File: src/rtl/kdi_pkg.sv
// kdi_pkg: shared constants, types and codes of the kernel deinterlacer
// depends on nothing
`default_nettype none

package kdi_pkg;

    localparam int MAX_WIDTH   = 2048;
    localparam int WIN_LINES   = 8;
    localparam int LANE_W      = $clog2(WIN_LINES);
    localparam int COL_W       = $clog2(MAX_WIDTH);
    localparam int DIM_W       = (COL_W + 1 > 12) ? COL_W + 1 : 12;
    localparam int ROW_W       = 12;
    localparam int PEND_W      = DIM_W + 2;
    localparam int PIX_W       = 8;
    localparam int WORD_W      = WIN_LINES * PIX_W;
    localparam int MAX_HEIGHT  = 2048;
    localparam int CFG_IDX_W   = 3;
    localparam int CFG_DATA_W  = 12;
    localparam int ACC_W       = 21;

    localparam logic [CFG_IDX_W-1:0] CFG_FIELD_ORDER = 3'd0;
    localparam logic [CFG_IDX_W-1:0] CFG_THRESHOLD   = 3'd1;
    localparam logic [CFG_IDX_W-1:0] CFG_SHARP       = 3'd2;
    localparam logic [CFG_IDX_W-1:0] CFG_TWO_WAY     = 3'd3;
    localparam logic [CFG_IDX_W-1:0] CFG_MAP         = 3'd4;
    localparam logic [CFG_IDX_W-1:0] CFG_WIDTH       = 3'd5;
    localparam logic [CFG_IDX_W-1:0] CFG_HEIGHT      = 3'd6;

    localparam logic [PIX_W-1:0] CLAMP_LO    = 8'd16;
    localparam logic [PIX_W-1:0] LUMA_HI     = 8'd235;
    localparam logic [PIX_W-1:0] CHROMA_HI   = 8'd240;
    localparam logic [PIX_W-1:0] MAP_LUMA    = 8'd235;
    localparam logic [PIX_W-1:0] MAP_CHROMA  = 8'd128;

    // floor(v / 1000) for 0 <= v < 2^18 as (v * RECIP_M) >> RECIP_SH
    localparam int RECIP_SH = 28;
    localparam logic [18:0] RECIP_M = 19'd268436;

    typedef enum logic [1:0] {
        KIND_CENTER,
        KIND_NEIGHBOR,
        KIND_INTERP
    } kind_t;

    typedef struct packed {
        logic                   field_order;
        logic [7:0]             motion_threshold;
        logic                   sharp_kernel;
        logic                   two_way;
        logic                   motion_map;
        logic [11:0]            luma_width;
        logic [11:0]            luma_height;
    } cfg_t;

    typedef struct packed {
        logic                   emit;
        logic                   wr;
        logic [COL_W-1:0]       col;
        logic [LANE_W-1:0]      wr_lane;
        logic [LANE_W-1:0]      base_lane;
        logic                   use_in;
        kind_t                  kind;
        logic                   chroma;
        logic                   ff;
        logic                   last;
        logic [PIX_W-1:0]       cur;
        logic [PIX_W-1:0]       prev;
    } item_t;

    typedef struct packed {
        logic                   emit;
        logic                   use_kernel;
        logic                   chroma;
        logic                   last;
        logic [PIX_W-1:0]       direct;
        logic [PIX_W:0]         s1;
        logic [PIX_W:0]         s0;
        logic [PIX_W+1:0]       s2;
        logic [PIX_W:0]         s3;
        logic [PIX_W+1:0]       s4;
    } kin_t;

endpackage

`default_nettype wire

File: src/rtl/kdi_kernel.sv
// kdi_kernel: weighted tap sum, floor division and clamp, two stages
// depends on kdi_pkg
`default_nettype none

module kdi_kernel import kdi_pkg::*; (
    input  wire logic             clk,
    input  wire logic             rst_n,
    input  wire cfg_t             cfg,
    input  wire logic             adv,
    input  wire logic             kin_valid,
    input  wire kin_t             kin,
    output logic                  res_valid,
    output logic [PIX_W-1:0]      res_pixel,
    output logic                  res_last
);

    logic signed [ACC_W-1:0] s1, s0, s2, s3, s4, v_next;
    logic signed [ACC_W-1:0] v_reg;
    logic                    valid_reg, sharp_reg, chroma_reg, last_reg, use_reg;
    logic [PIX_W-1:0]        direct_reg;
    logic signed [ACC_W-1:0] lo_lim, hi_lim;
    logic [36:0]             prod;
    logic [PIX_W-1:0]        quot, hi_val, kval;

    assign s1 = ACC_W'($signed({1'b0, kin.s1}));
    assign s0 = ACC_W'($signed({1'b0, kin.s0}));
    assign s2 = ACC_W'($signed({1'b0, kin.s2}));
    assign s3 = ACC_W'($signed({1'b0, kin.s3}));
    assign s4 = ACC_W'($signed({1'b0, kin.s4}));

    always_comb
    begin
        if (cfg.sharp_kernel)
        begin
            v_next = ACC_W'(526) * s1 + ACC_W'(170) * s0 - ACC_W'(116) * s2
                   - ACC_W'(26) * s3 + ACC_W'(31) * s4;
        end
        else
        begin
            v_next = (s1 <<< 3) + (s0 <<< 1) - s2;
        end
    end

    always_ff @(posedge clk or negedge rst_n)
    begin
        if (!rst_n)
        begin
            valid_reg <= 1'b0;
        end
        else if (adv)
        begin
            valid_reg <= kin_valid;
        end
    end

    always_ff @(posedge clk)
    begin
        if (adv)
        begin
            v_reg      <= v_next;
            sharp_reg  <= cfg.sharp_kernel;
            chroma_reg <= kin.chroma;
            last_reg   <= kin.last;
            use_reg    <= kin.use_kernel;
            direct_reg <= kin.direct;
        end
    end

    // clamp limits scaled by the divisor
    always_comb
    begin
        if (sharp_reg)
        begin
            lo_lim = ACC_W'(16000);
            hi_lim = chroma_reg ? ACC_W'(241000) : ACC_W'(236000);
        end
        else
        begin
            lo_lim = ACC_W'(256);
            hi_lim = chroma_reg ? ACC_W'(3856) : ACC_W'(3776);
        end
    end

    assign prod   = 37'(v_reg[17:0]) * 37'(RECIP_M);
    assign quot   = sharp_reg ? prod[RECIP_SH +: PIX_W] : v_reg[4 +: PIX_W];
    assign hi_val = chroma_reg ? CHROMA_HI : LUMA_HI;

    always_comb
    begin
        if (v_reg < lo_lim)
        begin
            kval = CLAMP_LO;
        end
        else if (v_reg >= hi_lim)
        begin
            kval = hi_val;
        end
        else
        begin
            kval = quot;
        end
    end

    assign res_valid = valid_reg;
    assign res_pixel = use_reg ? kval : direct_reg;
    assign res_last  = last_reg;

endmodule

`default_nettype wire

File: config.mk
export PLATFORM = sky130hd
export DESIGN_NAME = kdi_kernel
export DESIGN_NICKNAME = d
export VERILOG_FILES = /design/src/rtl/kdi_pkg.sv /design/src/rtl/kdi_kernel.sv
export SDC_FILE = /design/constraint.sdc
export NUM_CORES = 1
export LEC_CHECK = 0
export BUFFER_PORTS_ARGS = -buffer_cell sky130_fd_sc_hd__clkbuf_2
export CAP_MARGIN = 30
export CORE_ASPECT_RATIO = 0.5
export CORE_MARGIN = 1
export CORE_UTILIZATION = 30
export DETAILED_ROUTE_END_ITERATION = 10
export PLACE_DENSITY = 0.44
export SYNTH_ARGS = -nofsm -noshare
export SYNTH_HDL_FRONTEND = slang
export SYNTH_SLANG_ARGS = --single-unit
export TNS_END_PERCENT = 100
File: constraint.sdc
create_clock -name clk -period 7.1 [get_ports clk]
set_input_delay 0 -clock clk [delete_from_list [all_inputs] [get_ports clk]]
set_output_delay 0 -clock clk [all_outputs]
set_load 0.1 [all_outputs]
==> results by group <==
Yosys
  • Number of warning messages in the yosys log: 0
  • Net count after synthesis: 2,043
  • Post-synthesis async set-or-reset flop share: 2.941%
  • Flip-flop cell with the highest count after synthesis: sky130_fd_sc_hd__edfxtp_1
  • Unique cell type count in the Yosys netlist: 64
  • Seq cells post-synth: 34
  • Number of enable-type register cells in the synthesized netlist: 33
  • Syn_area_per_cell: 9.305 um^2
  • Synthesized area: 13,270 um^2
  • Count of mapped cells out of synthesis: 1,426
  • Sequential-to-total area share from yosys stat: 7.657%

GRT
  • Antenna violations before repair: 0
  • Most utilized layer in the global route result: met2
  • Grt met1 use: 21.28%
  • Met3 track utilization from global routing: 0.5772%
  • Pin count of the biggest net entering global routing: 35
  • GRT Util Overall: 14.78%
  • Number of global-route vias before repair: 9,672
  • Grt met2 use: 25.46%
  • Wire length of the first global-routing pass: 52.38 mm
  • Remaining global-route overflow: 0

Route
  • Number of DRC markers in iteration 0: 383
  • Via density per instance: 4.534
  • Via count: 9,604
  • Post-route ant nets: 0
  • WL final: 32.29 mm
  • DRC violations left: 0
  • WL per Instance: 15.24 um
  • Pre-Repair DR Iteration Count: 5

CTS
  • Largest buffer count on any clock path: 2
  • Post-CTS sizing: 0
  • Latest clock arrival within the worst-skew pair: 0.27 ns
  • Clock Pin Slew Worst Setup and Hold Paths: 0.05 ns
  • Number of buffers added by the clock tree synthesis step: 5
  • # H-tree levels: 2
  • CTS tree: built
  • # clock sinks: 34
  • Setup bufs post-CTS: 0
  • Buffer type at the clock tree root: sky130_fd_sc_hd__clkbuf_16

Floorplanning
  • X dimension of the die: 299.4 um
  • Cell row count: 54
  • Die height: 150.7 um
  • Core Region: 43,580 um^2
  • Die Footprint: 45,130 um^2
  • Starting Density: 30.45%
  • IO Pins: 109

Timing
  • Final critical delay including setup and external delays: 6.670 ns
  • Pin slew with the least headroom to its limit: 0.8442 ns
  • Peak Freq: 149.9 MHz
  • Skew final: 0 ns
  • Worst-case headroom to the max-slew limit: 43.72%
  • Final Hold Fails: 0
  • Worst setup margin: 0.4298 ns
  • RSZ-0062 raised after global routing: false
  • Final sum of negative setup slack: 0 ns
  • Number of pins with negative max-slew slack in the final report: 0
  • Final setup fails: 0
  • Final cycle utilization of the critical path: 93.95%
  • Tightest hold margin: 0.05149 ns

Job
  • Maximum capacitance violations: 0

Critical path
  • Number of cell instances on the worst register-to-register path: 1
  • Critical Path RT: 7.11 ns
  • Worst flop-to-flop path endpoint: res_valid
  • Arrival time reported for the critical path endpoint: 6.68 ns
  • Source of the worst register-to-register timing path: res_valid
  • Worst setup slack for register-to-register paths: 6.33 ns
  • Endpoint kind of the worst setup timing path: flop
  • Crit path launch type: input port
  • Critical path fanouts, max: 5
  • Worst setup path class: in2reg

Place
  • Number of buffers inserted by port buffering: 72
  • Placer Congestion: 0.8135
  • Pre-CTS WS: 0.1790 ns
  • Hpwl dp: 29.13 mm

Hold path
  • Tightest Hold Check Type: in2async

Finish
  • Antenna cell count: 0
  • Number of nets in the final layout: 2,146
  • Synth-to-layout area growth: 11.07%
  • Share of post-route cells with drive strength above 1: 6.928%
  • Layout filler cell count: 4,549
  • Flip-flop count of the largest register, all copies and words added: 21

Run status
  • Result of the run: finished, final reports clean
routing by layer:
| metal | share of wire (%) | vias to the layer above |
|---|---|---|
| met1 | 52 | 4592 |
| met3 | 1.1 | 8 |
| met5 | 0 | - |
| li1 | - | 4941 |
| met4 | 0.36 | 0 |
| met2 | 46 | 63 |
per-stage QoR:
step / std cells / utilization (%) / cell area [um^2]
floorplan: 1426 / - / 13270
global placement: 2097 / 33.20 / 14470
detailed placement: 2097 / 33.20 / 14470
CTS: 2118 / 33.82 / 14740
global route: 2118 / 33.82 / 14740
finish: 2118 / 33.82 / 14740
layout by cell type (no fill, tap or decap), types with 5 or more instances in the layout:
cell type | Yosys | routed
sky130_fd_sc_hd__xor2_1 | 27 | 27
sky130_fd_sc_hd__buf_4 | 0 | 16
sky130_fd_sc_hd__inv_1 | 353 | 353
sky130_fd_sc_hd__nor3_1 | 25 | 25
sky130_fd_sc_hd__o21bai_1 | 14 | 14
sky130_fd_sc_hd__o21a_1 | 8 | 8
sky130_fd_sc_hd__clkbuf_2 | 0 | 72
sky130_fd_sc_hd__and3_1 | 6 | 6
sky130_fd_sc_hd__xnor2_1 | 47 | 47
sky130_fd_sc_hd__nand2b_1 | 9 | 9
sky130_fd_sc_hd__edfxtp_1 | 33 | 33
sky130_fd_sc_hd__o21ai_0 | 47 | 47
sky130_fd_sc_hd__clkbuf_16 | 0 | 5
sky130_fd_sc_hd__a21oi_1 | 69 | 69
sky130_fd_sc_hd__nand3_1 | 22 | 22
sky130_fd_sc_hd__ha_1 | 357 | 357
sky130_fd_sc_hd__o31ai_1 | 5 | 5
sky130_fd_sc_hd__nand2_1 | 50 | 50
sky130_fd_sc_hd__fa_1 | 161 | 161
sky130_fd_sc_hd__nor2b_1 | 14 | 14
sky130_fd_sc_hd__a21o_1 | 20 | 20
sky130_fd_sc_hd__nor2_1 | 51 | 51
sky130_fd_sc_hd__o211ai_1 | 5 | 5
sky130_fd_sc_hd__a211oi_1 | 13 | 13
sky130_fd_sc_hd__dlygate4sd3_1 | 0 | 13
cells by family (layout without fill, tap and decap cells):
family	Yosys count	after routing	share of synthesized area, %
xor gates and xnor gates	74	74	4.884
muxes	7	7	0.5563
and+or+nand+nor	204	204	7.459
DFF	34	34	7.657
AOI/OAI and AO/OA	231	231	11.36
adders and majority gates	518	518	57.95
buffers and inverters	358	462	10.13
final cells by class:
type | instances | area [um^2] | area share (%)
sequential | 34 | 1016 | 6.894
inverter | 353 | 1325 | 8.991
multi-input combinational | 1034 | 10910 | 74.02
tap | 588 | 735.7 | 4.992
clock inverter | 3 | 16.27 | 0.1104
clock buffer | 5 | 125.1 | 0.8490
timing repair buffer | 101 | 610.6 | 4.143
synthesized netlist by cell type, drive strengths merged (5+ instances only):
cell type  number  area share (%)
a211oi         15            0.92
o21bai         14            0.79
edfxtp         33             7.5
xnor2          47             3.1
o211ai          5            0.28
nand2b          9            0.42
fa            161              24
o31ai           5            0.28
clkbuf          5            0.14
nor2b          14            0.66
nand3          22            0.83
xor2           27             1.8
ha            357              34
a21oi          69             2.6
nor3           25            0.94
o21a            8            0.45
nand2          50             1.4
o21ai          49             1.8
a21o           20             1.1
nor2           51             1.4
inv           353              10
and3            6            0.28
worst max-delay path by stage:
stage | slack, ns | to | startpoint
floorplan | 0.15 | res_pixel[5] | v_reg[6]
CTS | 0.45 | v_reg[20] | kin[21]
detailed placement | 0.18 | v_reg[20] | kin[39]
global route | 0.01 | v_reg[20] | kin[20]
global placement | 0.24 | v_reg[20] | kin[21]
finish | 0.43 | v_reg[20] | kin[41]
worst max-delay path: stages:
cell                       delay, ns
sky130_fd_sc_hd__clkbuf_2       0.14
sky130_fd_sc_hd__fa_1           0.50
sky130_fd_sc_hd__ha_1           0.28
sky130_fd_sc_hd__inv_1          0.05
sky130_fd_sc_hd__fa_1           0.54
sky130_fd_sc_hd__inv_1          0.07
sky130_fd_sc_hd__fa_1           0.45
sky130_fd_sc_hd__a21o_1         0.17
sky130_fd_sc_hd__a21oi_1        0.22
sky130_fd_sc_hd__o21bai_1       0.10
sky130_fd_sc_hd__a21oi_1        0.22
sky130_fd_sc_hd__o21ai_0        0.22
sky130_fd_sc_hd__xor2_1         0.26
sky130_fd_sc_hd__fa_1           0.48
sky130_fd_sc_hd__fa_1           0.56
sky130_fd_sc_hd__inv_1          0.06
sky130_fd_sc_hd__fa_1           0.41
sky130_fd_sc_hd__inv_1          0.06
sky130_fd_sc_hd__ha_1           0.28
sky130_fd_sc_hd__a21oi_1        0.26
sky130_fd_sc_hd__o221ai_1       0.14
sky130_fd_sc_hd__a31o_1         0.23
sky130_fd_sc_hd__a21o_1         0.19
sky130_fd_sc_hd__a21o_1         0.21
sky130_fd_sc_hd__and3_1         0.16
sky130_fd_sc_hd__or4_1          0.38
repair_timing:
action,CTS,global route
setup endpoints to repair,0,0
endpoints found under the hold margin,13,0
hold buffers,13,0
Power is not shown: default switching activity piles up to over one toggle a cycle in this logic, so the estimate is an artifact.
