File: src/rtl/kdi_pkg.sv
// kdi_pkg: shared constants, types and codes of the kernel deinterlacer
// depends on nothing
`default_nettype none

package kdi_pkg;

    localparam int MAX_WIDTH   = 2048;
    localparam int WIN_LINES   = 8;
    localparam int LANE_W      = $clog2(WIN_LINES);
    localparam int COL_W       = $clog2(MAX_WIDTH);
    localparam int DIM_W       = (COL_W + 1 > 12) ? COL_W + 1 : 12;
    localparam int ROW_W       = 12;
    localparam int PEND_W      = DIM_W + 2;
    localparam int PIX_W       = 8;
    localparam int WORD_W      = WIN_LINES * PIX_W;
    localparam int MAX_HEIGHT  = 2048;
    localparam int CFG_IDX_W   = 3;
    localparam int CFG_DATA_W  = 12;
    localparam int ACC_W       = 21;

    localparam logic [CFG_IDX_W-1:0] CFG_FIELD_ORDER = 3'd0;
    localparam logic [CFG_IDX_W-1:0] CFG_THRESHOLD   = 3'd1;
    localparam logic [CFG_IDX_W-1:0] CFG_SHARP       = 3'd2;
    localparam logic [CFG_IDX_W-1:0] CFG_TWO_WAY     = 3'd3;
    localparam logic [CFG_IDX_W-1:0] CFG_MAP         = 3'd4;
    localparam logic [CFG_IDX_W-1:0] CFG_WIDTH       = 3'd5;
    localparam logic [CFG_IDX_W-1:0] CFG_HEIGHT      = 3'd6;

    localparam logic [PIX_W-1:0] CLAMP_LO    = 8'd16;
    localparam logic [PIX_W-1:0] LUMA_HI     = 8'd235;
    localparam logic [PIX_W-1:0] CHROMA_HI   = 8'd240;
    localparam logic [PIX_W-1:0] MAP_LUMA    = 8'd235;
    localparam logic [PIX_W-1:0] MAP_CHROMA  = 8'd128;

    // floor(v / 1000) for 0 <= v < 2^18 as (v * RECIP_M) >> RECIP_SH
    localparam int RECIP_SH = 28;
    localparam logic [18:0] RECIP_M = 19'd268436;

    typedef enum logic [1:0] {
        KIND_CENTER,
        KIND_NEIGHBOR,
        KIND_INTERP
    } kind_t;

    typedef struct packed {
        logic                   field_order;
        logic [7:0]             motion_threshold;
        logic                   sharp_kernel;
        logic                   two_way;
        logic                   motion_map;
        logic [11:0]            luma_width;
        logic [11:0]            luma_height;
    } cfg_t;

    typedef struct packed {
        logic                   emit;
        logic                   wr;
        logic [COL_W-1:0]       col;
        logic [LANE_W-1:0]      wr_lane;
        logic [LANE_W-1:0]      base_lane;
        logic                   use_in;
        kind_t                  kind;
        logic                   chroma;
        logic                   ff;
        logic                   last;
        logic [PIX_W-1:0]       cur;
        logic [PIX_W-1:0]       prev;
    } item_t;

    typedef struct packed {
        logic                   emit;
        logic                   use_kernel;
        logic                   chroma;
        logic                   last;
        logic [PIX_W-1:0]       direct;
        logic [PIX_W:0]         s1;
        logic [PIX_W:0]         s0;
        logic [PIX_W+1:0]       s2;
        logic [PIX_W:0]         s3;
        logic [PIX_W+1:0]       s4;
    } kin_t;

endpackage

`default_nettype wire

File: src/rtl/kdi_ctrl.sv
// kdi_ctrl: raster position, plane latches, drain count and row classification
// depends on kdi_pkg
`default_nettype none

module kdi_ctrl import kdi_pkg::*; (
    input  wire logic             clk,
    input  wire logic             rst_n,
    input  wire cfg_t             cfg,
    input  wire logic             fire,
    input  wire logic             action,
    input  wire logic [PIX_W-1:0] cur_pixel,
    input  wire logic [PIX_W-1:0] prev_pixel,
    input  wire logic             is_chroma,
    input  wire logic             first_frame,
    input  wire logic             plane_start,
    output item_t                 item,
    output logic                  item_valid
);

    logic [ROW_W-1:0]  row_reg, row_next;
    logic [COL_W-1:0]  col_reg, col_next;
    logic [DIM_W-1:0]  pw_reg, pw_next;
    logic [ROW_W-1:0]  ph_reg, ph_next;
    logic [PEND_W-1:0] pend_reg, pend_next;
    logic              active_reg, active_next;
    logic              ff_reg, ff_next;
    logic              chroma_reg, chroma_next;

    logic              start, pix_ok, drain_ok, emit_pix;
    logic [DIM_W-1:0]  lw;
    logic [ROW_W-1:0]  lh;
    logic [ROW_W-1:0]  eff_row, out_row, row_inc;
    logic [COL_W-1:0]  eff_col;
    logic [DIM_W-1:0]  eff_pw, col_inc;
    logic [ROW_W-1:0]  eff_ph;
    logic              eff_chroma, eff_ff;
    logic [ROW_W:0]    r13, h13, o13;
    logic              is_edge, is_center;

    always_comb
    begin
        lw = DIM_W'(cfg.luma_width);
        if (lw < DIM_W'(8))
        begin
            lw = DIM_W'(8);
        end
        else if (lw > DIM_W'(MAX_WIDTH))
        begin
            lw = DIM_W'(MAX_WIDTH);
        end
        lh = cfg.luma_height;
        if (lh < ROW_W'(16))
        begin
            lh = ROW_W'(16);
        end
        else if (lh > ROW_W'(MAX_HEIGHT))
        begin
            lh = ROW_W'(MAX_HEIGHT);
        end
    end

    assign start    = !action && plane_start;
    assign pix_ok   = !action && (plane_start || active_reg);
    assign drain_ok = action && (pend_reg != '0);

    assign eff_row    = start ? '0 : row_reg;
    assign eff_col    = start ? '0 : col_reg;
    assign eff_chroma = start ? is_chroma : chroma_reg;
    assign eff_ff     = start ? first_frame : ff_reg;
    assign eff_pw     = start ? (is_chroma ? (lw >> 1) : lw) : pw_reg;
    assign eff_ph     = start ? (is_chroma ? (lh >> 1) : lh) : ph_reg;

    assign emit_pix = pix_ok && (eff_row >= ROW_W'(4));
    assign out_row  = action ? row_reg : eff_row - ROW_W'(4);
    assign col_inc  = DIM_W'(eff_col) + DIM_W'(1);
    assign row_inc  = eff_row + ROW_W'(1);

    // row classification
    assign r13 = {1'b0, out_row};
    assign h13 = {1'b0, eff_ph};
    assign o13 = (ROW_W+1)'(cfg.field_order);
    assign is_edge = (r13 == o13) || (r13 == o13 + (ROW_W+1)'(2))
                  || (r13 == h13 + o13 - (ROW_W+1)'(4))
                  || (r13 == h13 + o13 - (ROW_W+1)'(2));
    assign is_center = (out_row[0] != cfg.field_order)
                    || (r13 < o13 + (ROW_W+1)'(4))
                    || (r13 > h13 + o13 - (ROW_W+1)'(6));

    always_comb
    begin
        item.emit      = emit_pix || drain_ok;
        item.wr        = pix_ok;
        item.col       = eff_col;
        item.wr_lane   = eff_row[LANE_W-1:0];
        item.base_lane = action ? row_reg[LANE_W-1:0] + LANE_W'(4) : eff_row[LANE_W-1:0];
        item.use_in    = !action;
        item.kind      = is_edge ? KIND_NEIGHBOR : (is_center ? KIND_CENTER : KIND_INTERP);
        item.chroma    = eff_chroma;
        item.ff        = eff_ff;
        item.last      = drain_ok && (pend_reg == PEND_W'(1));
        item.cur       = cur_pixel;
        item.prev      = prev_pixel;
        item_valid     = fire && (pix_ok || drain_ok);
    end

    always_comb
    begin
        row_next    = row_reg;
        col_next    = col_reg;
        pw_next     = pw_reg;
        ph_next     = ph_reg;
        pend_next   = pend_reg;
        active_next = active_reg;
        ff_next     = ff_reg;
        chroma_next = chroma_reg;
        if (fire && pix_ok)
        begin
            pw_next     = eff_pw;
            ph_next     = eff_ph;
            ff_next     = eff_ff;
            chroma_next = eff_chroma;
            active_next = 1'b1;
            if (start)
            begin
                pend_next = '0;
            end
            if (col_inc >= eff_pw)
            begin
                col_next = '0;
                row_next = row_inc;
                if (row_inc >= eff_ph)
                begin
                    active_next = 1'b0;
                    pend_next   = PEND_W'({eff_pw, 2'b00});
                    row_next    = eff_ph - ROW_W'(4);
                end
            end
            else
            begin
                col_next = col_inc[COL_W-1:0];
                row_next = eff_row;
            end
        end
        else if (fire && drain_ok)
        begin
            pend_next = pend_reg - PEND_W'(1);
            if (col_inc >= pw_reg)
            begin
                col_next = '0;
                row_next = row_reg + ROW_W'(1);
            end
            else
            begin
                col_next = col_inc[COL_W-1:0];
            end
        end
    end

    always_ff @(posedge clk or negedge rst_n)
    begin
        if (!rst_n)
        begin
            row_reg    <= '0;
            col_reg    <= '0;
            pw_reg     <= '0;
            ph_reg     <= '0;
            pend_reg   <= '0;
            active_reg <= 1'b0;
            ff_reg     <= 1'b0;
            chroma_reg <= 1'b0;
        end
        else
        begin
            row_reg    <= row_next;
            col_reg    <= col_next;
            pw_reg     <= pw_next;
            ph_reg     <= ph_next;
            pend_reg   <= pend_next;
            active_reg <= active_next;
            ff_reg     <= ff_next;
            chroma_reg <= chroma_next;
        end
    end

endmodule

`default_nettype wire

File: config.mk
export PLATFORM = sky130hd
export DESIGN_NAME = kdi_ctrl
export DESIGN_NICKNAME = d
export VERILOG_FILES = /design/src/rtl/kdi_pkg.sv /design/src/rtl/kdi_ctrl.sv
export SDC_FILE = /design/constraint.sdc
export NUM_CORES = 1
export LEC_CHECK = 0
export BUFFER_PORTS_ARGS = -buffer_cell sky130_fd_sc_hd__buf_2
export CORE_MARGIN = 1.5
export CORE_UTILIZATION = 60
export DETAILED_ROUTE_END_ITERATION = 10
export PLACE_DENSITY = 0.83
export SYNTH_ARGS = -nofsm -noshare
export SYNTH_HDL_FRONTEND = slang
export SYNTH_SLANG_ARGS = --single-unit
File: constraint.sdc
create_clock -name clk -period 6.4 [get_ports clk]
set_clock_uncertainty 0.1 [all_clocks]
set_input_delay 0.96 -clock clk [delete_from_list [all_inputs] [get_ports clk]]
set_output_delay 0.96 -clock clk [all_outputs]
set_load 0.01 [all_outputs]
==> results of run 1 <==
==> critical path, stage by stage <==
cell	delay, ns
buf_2	0.13
or4_4	0.56
o211ai_1	0.26
and2_4	0.20
inv_1	0.05
ha_2	0.19
nand2_1	0.09
buf_4	0.13
xor2_2	0.17
and2_1	0.17
and2_4	0.16
nand2_1	0.11
xnor2_2	0.17
ha_1	0.32
a21o_1	0.16
a21o_1	0.17
a21oi_1	0.18
o21ai_1	0.09
a21o_1	0.18
a21o_1	0.17
a21oi_1	0.15
nor3_1	0.08
nor4_1	0.15
buf_2	0.17
==> cell type report <==
class / instances / area share, %
inverter: 49 / 2.29
multi-input combinational: 733 / 64.2
clock buffer: 9 / 2.81
clock inverter: 7 / 0.904
sequential: 64 / 20.0
timing repair buffer: 100 / 7.57
tap: 143 / 2.23
==> worst paths after layout <==
path | start | endpoint | slack (ns)
max reg2reg | row_reg[2] | pend_reg[12] | 2.26
max in group asynchronous | rst_n | ff_reg | 4.95
min | chroma_reg | chroma_reg | 0.39
min in group asynchronous | rst_n | col_reg[0] | 0.71
max | cfg[5] | item[20] | 0.17
min reg2reg | chroma_reg | chroma_reg | 0.39
==> power groups by stage <==
stage | clock network, uW | registers (uW) | logic, uW
after global routing | 518 | 694 | 1930
final | 494 | 680 | 1740
after global placement | 0 | 670 | 1630
after floorplan | 0 | 605 | 1320
after detailed placement | 0 | 673 | 1680
after CTS | 499 | 671 | 1700
==> metal layers <==
metal	global-route usage (%)	up-vias
met5	0	-
li1	-	3354
met3	3.51	58
met2	52.6	311
met4	15.4	0
met1	40.1	3222
==> stage by stage <==
step                hold WS, ns  power (uW)  setup TNS (ns)
floorplan                 0.342        1920               0
global placement          0.355        2300               0
detailed placement        0.372        2350         -0.0810
CTS                       0.384        2870               0
global route              0.415        3140         -0.0325
finish                    0.389        2910               0
==> cells by family after synthesis <==
group,Yosys count
AND/OR/NAND/NOR,336
AO/OA/AOI/OAI,238
buffers and inverters,111
XOR/XNOR,66
adder cells (fa/ha/maj),66
flip-flops,64
multiplexers,27
==> timing repair <==
item | 4_1_cts | 5_1_grt
gates resized for setup | 1 | 14
setup endpoints to repair | 1 | 2
cloned | 0 | 0
setup buffers | 1 | 3
pin swaps | 1 | 8
==> cells in the final DEF, fill, tap and decap left out, drive strengths merged, types with 12 or more instances in the layout <==
cell type / count
buf: 100
a21o: 14
xnor2: 44
nor3: 23
o211ai: 13
xor2: 22
nand2: 103
dfrtp: 64
a21oi: 53
and2: 19
mux2i: 18
nor2: 67
a31oi: 13
nand3: 29
and3: 16
a22o: 12
o21ai: 67
inv: 48
nand4: 15
ha: 65
==> flow_summary.yaml, run 1 <==
cells_and_area:
  design_area_um2: 8030
  final_core_util_pct: 69.4
  insertedDiodeCount: 0
  area_growth_pct: 11.7
  multi_input_area_um2: 5160
  register_area_um2: 1600
  fillers: 945
  nets: 1081
  drive_gt1_share_pct: 18.4
  largest_reg_flops: 14
  fin_cells: 1105
logic_synthesis:
  syn_area_per_cell_um2: 7.92
  synth_fa_ha_area_share_pct: 11.5
  yosysTopAreaCell: "dfrtp_1"
  synth_mux_area_share_pct: 4.09
  synth_warnings: 0
  synthFlopType: "dfrtp_1"
  synth-simple-area-share_pct: 23.8
  synth_cells: 908
  synth_edf_count: 0
  synth_area_leaders: "dfrtp_1 22%, ha_1 11%, nand2_1 5.4%"
  synth_nets: 1032
  ys_ff_latch: 64
  yosys-top-cells-count: "103 x nand2_1, 66 x nor2_1, 65 x ha_1"
  synth_top_family_by_area: "simple AND/OR/NAND/NOR gates"
  synth_area_um2: 7190
  synth_xor_area_share_pct: 8.77
  ys_types: 93
  synth_top_cell_area_share_pct: 22.3
  synth.most_common_cell: "nand2_1"
  synth_compound_area_share_pct: 22.6
  ys_seq_area_share_pct: 22.3
  async_flop_share_pct: 100
clock_network:
  root_buffer: "clkbuf_16"
  path_clk_slew_ns: 0.05
  cts_tree: "built"
  cts_made_buffers: 9
  clock_latency_ns: 0.34
  cts.sinks: 64
  htreeDepth: 3
  holdBufCountCts: 0
  ctsLongestPathBuffers: 2
timing:
  fmax_mhz: 160
  period_share_pct: 97.4
  final.setup.worst_slack_ns: 0.166
  worst_pin_slew_ns: 1.21
  relSlewSlack_pct: 18.9
  finalCriticalPeriod_ns: 6.23
  finalSetupViolations: 0
  drv_slew: 0
  hold_viol: 0
critical_path:
  cp-end-kind: "primary output"
  worstSetupPathType: "input pin to primary output"
  r2r_cells: 17
  required_ns: 5.34
  crit_arrival_ns: 5.17
  critPathLaunchType: "input pin"
  cp_max_fo: 4
power_and_ir_drop:
  swShare_pct: 46.3
  seq_power_share_pct: 23.4
  ir_worst_vdd_uv: 158
  powerDensity_nw_per_um2: 363
  p_leak_uw: 0.00367
  clockPowerShare_pct: 17.0
  p_switching_uw: 1350
  intPower_uw: 1560
  combPwrFrac_pct: 59.7
die:
  initial_core_util_pct: 62.2
  core_um2: 11600
  dieArea_um2: 12600
  num_io_pins: 101
  dieHeight_um: 112
  die_x_um: 112
  rows: 39
routing:
  drt-wirelength-per-cell_um: 17.7
  vias_per_cell: 6.29
  drt-met1-wl_um: 8060
  first_pass_iters: 10
  met2_length_um: 9270
  highest_layer: "met4"
  routed_wirelength_um: 19500
  met3_length_um: 1280
  route.detailed.drc: 5
  via_count: 6945
  ant_nets: 0
  drtIter0Drc: 627
placement:
  dp_hpwl_um: 14500
  dpl-instance-area_um2: 7640
  pre_cts_ws_ns: -0.0810
  port_buffers: 57
  gp_congestion: 0.930
  place_inst: 1085
global_route:
  grt_pass1_wl_um: 32000
  grt_pass1_vias: 6483
  antenna_found_initial: 0
  grtUsageTotal_pct: 31.2
  grt_max_degree: 66
  grt.overflow.total: 0
hold_path:
  worstHoldPathCells: 2
  min_path_type: "flip-flop to flip-flop"
status:
  outcome: "finished with violations"
  violations: "DRC"
job:
  maxCapViolCount: 0
Note: power is estimated with default switching activity, not from simulation.
==> run 2: changes to the inputs <==
--- a/config.mk
+++ b/config.mk
@@ -6,10 +6,13 @@
 export NUM_CORES = 1
 export LEC_CHECK = 0
 export BUFFER_PORTS_ARGS = -buffer_cell sky130_fd_sc_hd__buf_2
+export CELL_PAD_IN_SITES_DETAIL_PLACEMENT = 1
+export CELL_PAD_IN_SITES_GLOBAL_PLACEMENT = 2
+export CORE_ASPECT_RATIO = 0.9
 export CORE_MARGIN = 1.5
-export CORE_UTILIZATION = 60
+export CORE_UTILIZATION = 35
 export DETAILED_ROUTE_END_ITERATION = 10
-export PLACE_DENSITY = 0.83
+export PLACE_DENSITY_LB_ADDON = 0.1
 export SYNTH_ARGS = -nofsm -noshare
 export SYNTH_HDL_FRONTEND = slang
 export SYNTH_SLANG_ARGS = --single-unit
==> run 2 against run 1 <==
The run now ends clean. Total power is 4.1% higher. Via count is 1.8% higher. Wire length is 29% higher. Flip-flop and latch count stayed put. Maximum frequency is 0.52% higher. Sequential share of layout area is 0.81 points lower. First-iteration DRC count is 22% lower. Worst setup slack better by 0.032 ns. Hold slack worse by 0.011 ns. Largest power group unchanged.
==> flow_summary.yaml, run 2 (synthesized netlist as in run 1, its figures left out) <==
routing:
  routed_wirelength_um: 25200
  drtIter0Drc: 486
  via_count: 7072
  vias_per_cell: 5.75
  ant_nets: 0
  drt-met1-wl_um: 13200
  drt-wirelength-per-cell_um: 20.5
  first_pass_iters: 5
  met3_length_um: 1020
  route.detailed.drc: 0
  highest_layer: "met4"
  met2_length_um: 10900
critical_path:
  crit_top_cell: "a21o_1"
  max_stage_delay_ns: 0.56
  crit_arrival_ns: 5.14
  critPathSlowestCell: "or4_4"
  worstPathCellList: "buf_2 -> or4_4 -> o211ai_1 -> and2_4 -> inv_2 -> ha_4 -> xnor2_2 -> ha_1 -> nor2b_1 -> xor2_1 -> ha_1 -> a21o_1 -> a21o_1 -> a21oi_1 -> o21ai_1 -> a21o_1 -> a21o_1 -> a21oi_2 -> nor3_1 -> nor4_1 -> buf_2"
  worstSetupPathType: "input pin to primary output"
  cp_max_fo: 5
  critPathLaunchType: "input pin"
  required_ns: 5.34
  regToRegStartpoint: "row_reg[0]"
  cp-end-kind: "primary output"
  worstSetupStartpoint: "cfg[6]"
placement:
  dp_hpwl_um: 19600
  dpl-instance-area_um2: 7840
  gp_congestion: 0.923
  port_buffers: 57
  place_inst: 1206
  pre_cts_ws_ns: -0.0359
status:
  outcome: "complete, no violations"
cells_and_area:
  nets: 1094
  fillers: 2447
  drive_gt1_share_pct: 21.2
  largest_reg_flops: 14
  final_cell_mix: "99 x nand2_1, 64 x nor2_1, 64 x dfrtp_1, 62 x o21ai_0, 62 x ha_1"
  fin_cells: 1230
  layout_commonest_cell: "nand2_1"
  design_area_um2: 8370
  area_growth_pct: 16.4
  insertedDiodeCount: 0
job:
  maxCapViolCount: 0
global_route:
  grt_pass1_vias: 7134
  grtUsageTotal_pct: 23.8
  grt.overflow.total: 0
  grt_max_degree: 65
  grt_pass1_wl_um: 40200
  antenna_found_initial: 0
timing:
  final.setup.worst_slack_ns: 0.198
  fmax_mhz: 161
  finalCriticalPeriod_ns: 6.20
  period_share_pct: 96.9
  hold_viol: 0
  worst_pin_slew_ns: 0.927
  relSlewSlack_pct: 38.2
  fin_hold_ws_ns: 0.378
  drv_slew: 0
  finalSetupViolations: 0
hold_path:
  min_path_type: "flip-flop to flip-flop"
  min_from: "chroma_reg"
clock_network:
  path_clk_slew_ns: 0.05
  ctsLongestPathBuffers: 2
  cts_tree: "built"
  cts.sinks: 64
  clock_latency_ns: 0.35
  htreeDepth: 3
  cts_made_buffers: 9
  root_buffer: "clkbuf_16"
die:
  initial_core_util_pct: 35.9
  die_x_um: 154
  dieHeight_um: 139
  num_io_pins: 101
  dieArea_um2: 21400
  core_um2: 20000
  rows: 49
power_and_ir_drop:
  p_leak_uw: 0.00375
  ir_worst_vdd_uv: 152
  powerDensity_nw_per_um2: 362
-- run 2: changes by cell type in the layout (fill, tap and decap cells not counted), moves of 3 or more --
| cell | change |
|---|---|
| inv_2 | +3 |
| xnor2_2 | +3 |
| buf_4 | +10 |
| xnor2_1 | -3 |
| ha_4 | +3 |
| inv_1 | -3 |
| buf_6 | +3 |
-- run 2: repair_timing --
action / CTS / global route
hold buffers: 0 / 0
resized for setup: 2 / 41
buffers inserted: 0 / 8
cloned: 0 / 0
setup endpoints to repair: 2 / 2
pin swaps: 0 / 18
-- run 2: final timing paths --
| path | slack, ns | cells past startpoint | end |
|---|---|---|---|
| max in group asynchronous | 4.84 | 2 | chroma_reg |
| min in group asynchronous | 0.72 | 2 | pend_reg[3] |
| hold reg to reg | 0.38 | 2 | chroma_reg |
| setup reg to reg | 2.13 | 17 | pend_reg[12] |
| hold / removal | 0.38 | 2 | chroma_reg |
| setup / recovery | 0.20 | 21 | item[20] |
-- run 2: power by group --
group / switching, uW / internal (uW)
logic: 1100 / 788
clock network: 201 / 260
registers: 154 / 522
total: 1460 / 1570
-- run 2: worst max-delay path: cells and delay by family --
family	cells	cell delay (ns)
AND/OR/NAND/NOR	5	1.22
XOR/XNOR	2	0.48
buffers and inverters	3	0.37
AO/OA/AOI/OAI	8	1.34
adder cells (fa/ha/maj)	3	0.77
-- run 2: final cells by class --
class	count	area, um^2	share of cell area (%)
multi-input cells	733	5280	63.1
repair buffers	113	717	8.57
clock buffers	10	229	2.74
inverters	49	184	2.20
well taps	255	319	3.81
flip-flops and latches	64	1600	19.1
clock inverters	6	36.3	0.434
-- run 2: stage by stage --
| stage | setup TNS [ns] | utilization [%] | total power, uW |
|---|---|---|---|
| after floorplan | 0 | - | 1920 |
| after global placement | 0 | 39.1 | 2420 |
| after detailed placement | -0.0595 | 39.1 | 2480 |
| after CTS | 0 | 40.5 | 2960 |
| after global routing | -0.0612 | 41.7 | 3300 |
| final | 0 | 41.7 | 3030 |
-- run 2: layer usage --
layer / track usage (%) / vias up
met5: 0 / -
met4: 3.12 / 0
met3: 3.47 / 23
met2: 36.0 / 134
met1: 36.5 / 3538
li1: - / 3377
